## src/design/rrts_pkg.sv

```systemverilog
package rrts_pkg;

  // Pool size; ids are 4 bits wide, so the pool is fixed at 16 slots.
  localparam int TASKS = 16;
  localparam int ID_W  = 4;

  // APB register map: one 32-bit register per word.
  localparam int ADDR_W = 3;
  localparam logic [ADDR_W-3:0] REG_EPOCH_LENGTH = '0;

  localparam logic [7:0] EPOCH_RESET = 8'd2;

  typedef logic [ID_W-1:0] task_id_t;

  typedef enum logic [1:0] {
    SLOT_UNUSED   = 2'd0,
    SLOT_RUNNABLE = 2'd1,
    SLOT_RUNNING  = 2'd2
  } slot_state_t;

  typedef enum logic [1:0] {
    FUNC_CREATE   = 2'd0,
    FUNC_SCHEDULE = 2'd1,
    FUNC_RESCHED  = 2'd2,
    FUNC_TICK     = 2'd3
  } func_t;

  typedef enum logic [1:0] {
    STATUS_CREATED   = 2'd0,
    STATUS_POOL_FULL = 2'd1,
    STATUS_SWITCHED  = 2'd2,
    STATUS_NO_SWITCH = 2'd3
  } status_t;

endpackage

```

## src/design/round_robin_task_scheduler_top.sv

```systemverilog
// Round-robin task scheduler: a pool of 16 task slots, a ring run queue of
// task ids (15 usable places) and one time-slice counter per task. Each input
// transfer carries one operation (create, schedule, reschedule if the current
// slice is used up, tick) and yields exactly one result transfer. The block
// takes one operation per clock cycle while results are drained; each passes
// through an input register and then a result register, with all table
// lookups, the lowest-free-slot search and the ring push/pop done between
// them. The result register is refilled as it is drained, so results
// flow back to back while the receiver keeps up; while a result waits, the
// input register takes one more operation and then holds in_ready low.
// The time slice loaded on create and on reload is the epoch_length register
// at APB byte address 0 (reset value 2); write it only while the block is
// idle. Task 0 is the idle task: it is never created and its entry address
// reads as zero.
module round_robin_task_scheduler_top (
  input  logic                         clk,
  input  logic                         rst,
  // operation channel
  input  logic                         in_valid,
  output logic                         in_ready,
  input  logic [1:0]                   func,
  input  logic [63:0]                  entry_addr,
  // result channel
  output logic                         out_valid,
  input  logic                         out_ready,
  output logic [1:0]                   status,
  output logic [3:0]                   task_id,
  output logic [3:0]                   prev_id,
  output logic [63:0]                  next_entry,
  // configuration
  input  logic                         psel,
  input  logic                         penable,
  input  logic                         pwrite,
  input  logic [rrts_pkg::ADDR_W-1:0]  paddr,
  input  logic [31:0]                  pwdata,
  output logic [31:0]                  prdata,
  output logic                         pready
);

  // Input register
  logic        s1_valid;
  rrts_pkg::func_t s1_func;
  logic [63:0] s1_entry;

  // Scheduler state
  rrts_pkg::slot_state_t slot_state [rrts_pkg::TASKS];
  logic [7:0]            time_left  [rrts_pkg::TASKS];
  logic [63:0]           entry_table[rrts_pkg::TASKS];  // written on create only
  rrts_pkg::task_id_t    ring_slots [rrts_pkg::TASKS];  // written on push only
  rrts_pkg::task_id_t    ring_head;
  rrts_pkg::task_id_t    ring_tail;
  rrts_pkg::task_id_t    current_task;
  logic [7:0]            epoch_length;

  // Handshake: the input register moves on whenever the result register is
  // empty or being drained this cycle.
  logic advance;
  logic take;

  assign advance  = !out_valid || out_ready;
  assign in_ready = !s1_valid || advance;
  assign take     = s1_valid && advance;

  always_ff @(posedge clk) begin
    if (rst) begin
      s1_valid <= 1'b0;
    end else if (in_ready) begin
      s1_valid <= in_valid;
    end
  end

  always_ff @(posedge clk) begin
    if (in_valid && in_ready) begin
      s1_func  <= rrts_pkg::func_t'(func);
      s1_entry <= entry_addr;
    end
  end

  // APB: single register, zero wait states.
  logic cfg_write;
  logic cfg_hit;

  assign pready    = 1'b1;
  assign cfg_hit   = paddr[rrts_pkg::ADDR_W-1:2] == rrts_pkg::REG_EPOCH_LENGTH;
  assign cfg_write = psel && penable && pwrite && pready && cfg_hit;
  assign prdata    = cfg_hit ? {24'd0, epoch_length} : 32'd0;

  // ---------------------------------------------------------------------
  // Operation decode and combinational work
  // ---------------------------------------------------------------------
  rrts_pkg::task_id_t cur_id;
  logic [7:0]         cur_time;
  logic               cur_due;
  logic               free_found;
  rrts_pkg::task_id_t free_id;
  logic               ring_full;
  logic               ring_empty;
  logic               do_create;
  logic               do_sched;
  logic               do_tick;
  logic               prev_active;
  logic               push_en;
  rrts_pkg::task_id_t push_id;
  logic               pop_en;
  rrts_pkg::task_id_t pop_id;
  rrts_pkg::task_id_t next_id;
  rrts_pkg::task_id_t lookup_id;
  logic [63:0]        lookup_entry;

  assign cur_id   = current_task;
  assign cur_time = time_left[cur_id];
  assign cur_due  = cur_time == 8'd0;

  // Lowest unused slot: priority encoder, last match in the downward scan wins.
  always_comb begin
    free_found = 1'b0;
    free_id    = '0;
    for (int i = rrts_pkg::TASKS - 1; i >= 0; i--) begin
      if (slot_state[i] == rrts_pkg::SLOT_UNUSED) begin
        free_found = 1'b1;
        free_id    = rrts_pkg::task_id_t'(i);
      end
    end
  end

  // Pointers wrap naturally at the pool size; one place stays empty.
  assign ring_full  = ring_head == rrts_pkg::task_id_t'(ring_tail + 1'b1);
  assign ring_empty = ring_head == ring_tail;

  assign do_create = take && s1_func == rrts_pkg::FUNC_CREATE && free_found;
  assign do_sched  = take && (s1_func == rrts_pkg::FUNC_SCHEDULE ||
                              (s1_func == rrts_pkg::FUNC_RESCHED && cur_due));
  assign do_tick   = take && s1_func == rrts_pkg::FUNC_TICK;

  assign prev_active = cur_id != '0;
  assign push_id     = do_create ? free_id : cur_id;
  assign push_en     = (do_create || (do_sched && prev_active)) && !ring_full;

  // Empty ring plus a re-enqueue: the task just pushed is popped straight back.
  assign pop_en  = do_sched && !(ring_empty && !push_en);
  assign pop_id  = ring_empty ? cur_id : ring_slots[ring_head];
  assign next_id = pop_en ? pop_id : '0;

  assign lookup_id    = do_sched ? next_id : cur_id;
  assign lookup_entry = (lookup_id == '0) ? 64'd0 : entry_table[lookup_id];

  // ---------------------------------------------------------------------
  // State update
  // ---------------------------------------------------------------------
  always_ff @(posedge clk) begin
    if (rst) begin
      for (int i = 0; i < rrts_pkg::TASKS; i++) begin
        slot_state[i] <= (i == 0) ? rrts_pkg::SLOT_RUNNING : rrts_pkg::SLOT_UNUSED;
        time_left[i]  <= 8'd0;
      end
      ring_head     <= '0;
      ring_tail     <= '0;
      current_task  <= '0;
      epoch_length  <= rrts_pkg::EPOCH_RESET;
    end else begin
      if (cfg_write) begin
        epoch_length <= pwdata[7:0];
      end
      if (do_create) begin
        slot_state[free_id] <= rrts_pkg::SLOT_RUNNABLE;
        time_left[free_id]  <= epoch_length;
      end
      if (push_en) begin
        ring_tail <= rrts_pkg::task_id_t'(ring_tail + 1'b1);
      end
      if (pop_en) begin
        ring_head <= rrts_pkg::task_id_t'(ring_head + 1'b1);
      end
      if (do_sched) begin
        if (prev_active) begin
          if (cur_due) begin
            time_left[cur_id] <= epoch_length;
          end
          // the same task picked again stays running
          if (cur_id != next_id) begin
            slot_state[cur_id] <= rrts_pkg::SLOT_RUNNABLE;
          end
        end
        slot_state[next_id] <= rrts_pkg::SLOT_RUNNING;
        current_task        <= next_id;
      end
      if (do_tick && !cur_due) begin
        time_left[cur_id] <= cur_time - 8'd1;
      end
    end
  end

  // Payload tables, no reset.
  always_ff @(posedge clk) begin
    if (do_create) begin
      entry_table[free_id] <= s1_entry;
    end
    if (push_en) begin
      ring_slots[ring_tail] <= push_id;
    end
  end

  // ---------------------------------------------------------------------
  // Result register
  // ---------------------------------------------------------------------
  rrts_pkg::status_t res_status;
  rrts_pkg::task_id_t res_task;
  rrts_pkg::task_id_t res_prev;
  logic [63:0]        res_entry;

  always_comb begin
    if (s1_func == rrts_pkg::FUNC_CREATE) begin
      res_status = free_found ? rrts_pkg::STATUS_CREATED : rrts_pkg::STATUS_POOL_FULL;
      res_task   = free_found ? free_id : '0;
      res_prev   = '0;
      res_entry  = 64'd0;
    end else if (do_sched) begin
      res_status = rrts_pkg::STATUS_SWITCHED;
      res_task   = next_id;
      res_prev   = cur_id;
      res_entry  = lookup_entry;
    end else begin
      res_status = rrts_pkg::STATUS_NO_SWITCH;
      res_task   = cur_id;
      res_prev   = cur_id;
      res_entry  = lookup_entry;
    end
  end

  always_ff @(posedge clk) begin
    if (rst) begin
      out_valid <= 1'b0;
    end else if (advance) begin
      out_valid <= s1_valid;
    end
  end

  always_ff @(posedge clk) begin
    if (take) begin
      status     <= res_status;
      task_id    <= res_task;
      prev_id    <= res_prev;
      next_entry <= res_entry;
    end
  end

endmodule

```

## config.mk

```make
export PLATFORM = sky130hd
export DESIGN_NAME = round_robin_task_scheduler_top
export DESIGN_NICKNAME = d
export VERILOG_FILES = /design/src/design/rrts_pkg.sv /design/src/design/round_robin_task_scheduler_top.sv
export SDC_FILE = /design/constraint.sdc
export NUM_CORES = 2
export LEC_CHECK = 0
export BUFFER_PORTS_ARGS = -buffer_cell sky130_fd_sc_hd__buf_2
export CAP_MARGIN = 10
export CORE_MARGIN = 5
export CORE_UTILIZATION = 45
export CTS_BUF_LIST = sky130_fd_sc_hd__clkbuf_2
export CTS_CLUSTER_DIAMETER = 150
export DETAILED_ROUTE_END_ITERATION = 12
export SYNTH_ARGS = -nofsm -noshare
export SYNTH_HDL_FRONTEND = slang
export SYNTH_SLANG_ARGS = --single-unit
```

## constraint.sdc

```tcl
create_clock -name clk -period 15 [get_ports clk]
set_input_delay 0 -clock clk [delete_from_list [all_inputs] [get_ports clk]]
set_output_delay 0 -clock clk [all_outputs]
set_load 0.03 [all_outputs]
```

==> flow_summary.json <==
{
  "post_cts_buffers": 0,
  "ios": 217,
  "fillCellCount": 10200,
  "cts_tree": "built",
  "required_ns": 16.23,
  "fp.dieW_um": 359,
  "route.detailed.drc": 0,
  "p_sw_mw": 1.64,
  "num_rows": 128,
  "yosys.cell_types.count": 69,
  "synthSimpleGateAreaFrac_pct": 11.4,
  "synth_seq_cells": 1393,
  "seq_power_share_pct": 62.0,
  "final_common_cell": "edfxtp_1",
  "cp-start-kind": "flop",
  "overflow": 0,
  "fin_crit_ns": 7.49,
  "synth-compound-area-share_pct": 4.69,
  "design.die.area_um2": 129000,
  "ys_warn_count": 0,
  "area_growth_pct": 15.2,
  "end_kind": "flop",
  "cts_root_buf": "clkbuf_2",
  "setup_viol": 0,
  "hold_viol": 0,
  "synthCells": 3689,
  "drv_slew": 0,
  "die_h_um": 359,
  "synth_top_family_by_area": "simple AND/OR/NAND/NOR gates",
  "cts_buffers": 367,
  "avgViaCountPerCell": 5.46,
  "grt_pass1_vias": 34100,
  "initial_core_util_pct": 45.2,
  "drtIter0Drc": 2894,
  "intPower_mw": 5.36,
  "ys_seq_area_share_pct": 75.1,
  "cp_max_fo": 58,
  "grt_pass1_wl_um": 211000,
  "synth_top_flop_cell": "edfxtp_1",
  "synth_area_um2": 55000,
  "path_class": "flop to flop",
  "maxCapViolCount": 0,
  "synth_mux_area_share_pct": 5.93,
  "drive_gt1_share_pct": 20.9,
  "hp-class": "input port to flop",
  "gp_congestion": 0.823,
  "synthXorXnorAreaFrac_pct": 0.287,
  "arrival_ns": 8.73,
  "dpl.hpwl_um": 69400,
  "power.share.clock_pct": 35.1,
  "cts_sinks": 1393,
  "post_drt_wl_per_cell_um": 22.7,
  "regToRegSetupSlack_ns": 7.51,
  "antenna_found_initial": 3,
  "clock_skew_ns": 0.210,
  "port_buffers": 165,
  "synth_edf_count": 1335,
  "tns_ns": 0,
  "clk_path_buf_depth": 4,
  "via_count": 34000,
  "first_pass_iters": 5,
  "clock_latency_ns": 1.61,
  "yosys.area_share.adder_pct": 0.137,
  "clk_pin_slew_ns": 0.09,
  "synth_area_per_cell_um2": 14.9,
  "p_per_area_nw_per_um2": 110,
  "cts_hold_buf": 297,
  "track_usage_pct": 21.4,
  "grt_max_degree": 181,
  "hold_slack_ns": 0.305,
  "ant_nets": 0,
  "core_area_um2": 122000,
  "final_util_pct": 52.1,
  "status": "complete, no violations",
  "combPwrFrac_pct": 2.9,
  "layout_common_cells": "edfxtp_1 (1335), nand2_1 (769), clkbuf_2 (533)",
  "routed_wl_um": 141000,
  "worstMarginPinSlew_ns": 1.39,
  "layout.nets": 4477,
  "synth-async-reset-ratio_pct": 0,
  "vdd_drop_max_mv": 0.0691,
  "rsz0062_at_grt": "false",
  "slew_headroom_pct": 6.37,
  "fmax_mhz": 133,
  "fin_crit_sh_pct": 50.0,
  "cts.repair.resized": 0,
  "p_sw_share_pct": 23.4,
  "htreeDepth": 5,
  "p_leak_nw": 21.4
}
-- cells in the mapped netlist, drive strengths merged (4+ instances only) --
library cell / instances / area (µm²)
edfxtp: 1335 / 40100
o22a: 5 / 43.8
nand3: 376 / 1880
and3: 5 / 31.3
a21o: 6 / 46.3
nor3: 19 / 106
nand2: 769 / 2890
xor2: 12 / 105
a22oi: 45 / 352
o22ai: 30 / 188
nor2b: 21 / 131
dfxtp: 58 / 1160
mux2: 19 / 218
buf: 173 / 1050
a32o: 4 / 40.0
inv: 12 / 45.1
nand2b: 8 / 50.1
nor2: 225 / 863
o2111ai: 36 / 315
clkbuf: 70 / 263
o211ai: 20 / 150
a311oi: 21 / 184
mux2i: 41 / 452
ha: 6 / 75.1
a21oi: 99 / 507
nand4: 21 / 131
o21ai: 19 / 95.1
a31o: 10 / 87.6
and2: 16 / 100
a31oi: 35 / 219
xnor2: 6 / 52.6
mux4: 115 / 2590
a32oi: 22 / 193
-- state kept, by name, indices dropped and copies added (netlist names), named ones only --
name	count
out_valid	1
ring_tail	4
s1_valid	1
prev_id	4
epoch_length	8
ring_head	4
slot_state	32
status	2
ring_slots	64
s1_entry	64
s1_func	2
task_id	4
next_entry	64
time_left	128
entry_table	1003
cur_id	4
-- cell type report --
cell class / count / area (µm²) / share of cell area (%)
Sequential cell: 1393 / 41300 / 65.2
Multi-Input combinational cell: 2064 / 12600 / 20.0
Timing Repair Buffer: 525 / 4340 / 6.85
Clock buffer: 533 / 2670 / 4.21
Tap cell: 1625 / 2030 / 3.21
Clock inverter: 65 / 333 / 0.526
Inverter: 12 / 47.5 / 0.0751
Antenna cell: 2 / 5.00 / 0.00790
-- routing by layer --
metal	global-route usage, %	vias to the layer above	part of all wire (%)
li1	-	15400	-
met5	0	-	0
met2	35.3	1382	49
met4	5.91	0	1.6
met1	29.1	17000	42
met3	4.55	187	7.7
-- power groups by stage --
stage / logic [mW] / registers [mW] / clock network, mW
6_report: 0.206 / 4.34 / 2.45
5_1_grt: 0.219 / 4.34 / 2.74
4_1_cts: 0.203 / 4.34 / 2.53
3_5_place_dp: 0.147 / 4.42 / 0
3_3_place_gp: 0.146 / 4.42 / 0
2_1_floorplan: 0.0777 / 4.42 / 0
-- final timing paths --
check | from | depth (start not counted) | endpoint
hold reg to reg | slot_state[4][1] | 2 | slot_state[4][1]
setup reg to reg | cur_id[0] | 18 | next_entry[48]
hold / removal | entry_addr[27] | 4 | s1_entry[27]
setup / recovery | cur_id[0] | 18 | next_entry[48]
-- kinds of logic after synthesis --
group,Yosys count
AND/OR/NAND/NOR,1472
adder cells (fa/ha/maj),6
flip-flops,1393
other,2
AO/OA/AOI/OAI,368
buffers and inverters,255
XOR/XNOR,18
multiplexers,175
-- critical path, cell delays in order, from the launching register on --
cell and delay [ns]:
dfxtp_2 0.64, buf_4 0.66, mux4_2 0.62, mux4_2 0.53, inv_1 0.08, ha_1 0.15, inv_1 0.05, nor2_1 0.16
a22oi_4 0.14, nor4b_2 0.42, a21o_2 0.51, mux2i_4 0.23, buf_4 0.42, nor2_4 0.18, buf_4 0.65, buf_4 0.85
nand3_1 0.23, a32oi_1 0.27, o211ai_1 0.20
-- stage by stage --
| stage | cell area [µm²] | setup slack [ns] | power, mW | cells |
|---|---|---|---|---|
| 2_1_floorplan | 55000 | 8.81 | 4.50 | 3712 |
| 3_3_place_gp | 57300 | 7.58 | 4.57 | 5321 |
| 3_5_place_dp | 57300 | 7.52 | 4.57 | 5321 |
| 4_1_cts | 63300 | 7.48 | 7.07 | 6216 |
| 5_1_grt | 63300 | 7.15 | 7.31 | 6218 |
| 6_report | 63300 | 7.51 | 6.99 | 6219 |
(Power assumes the default switching activity.)
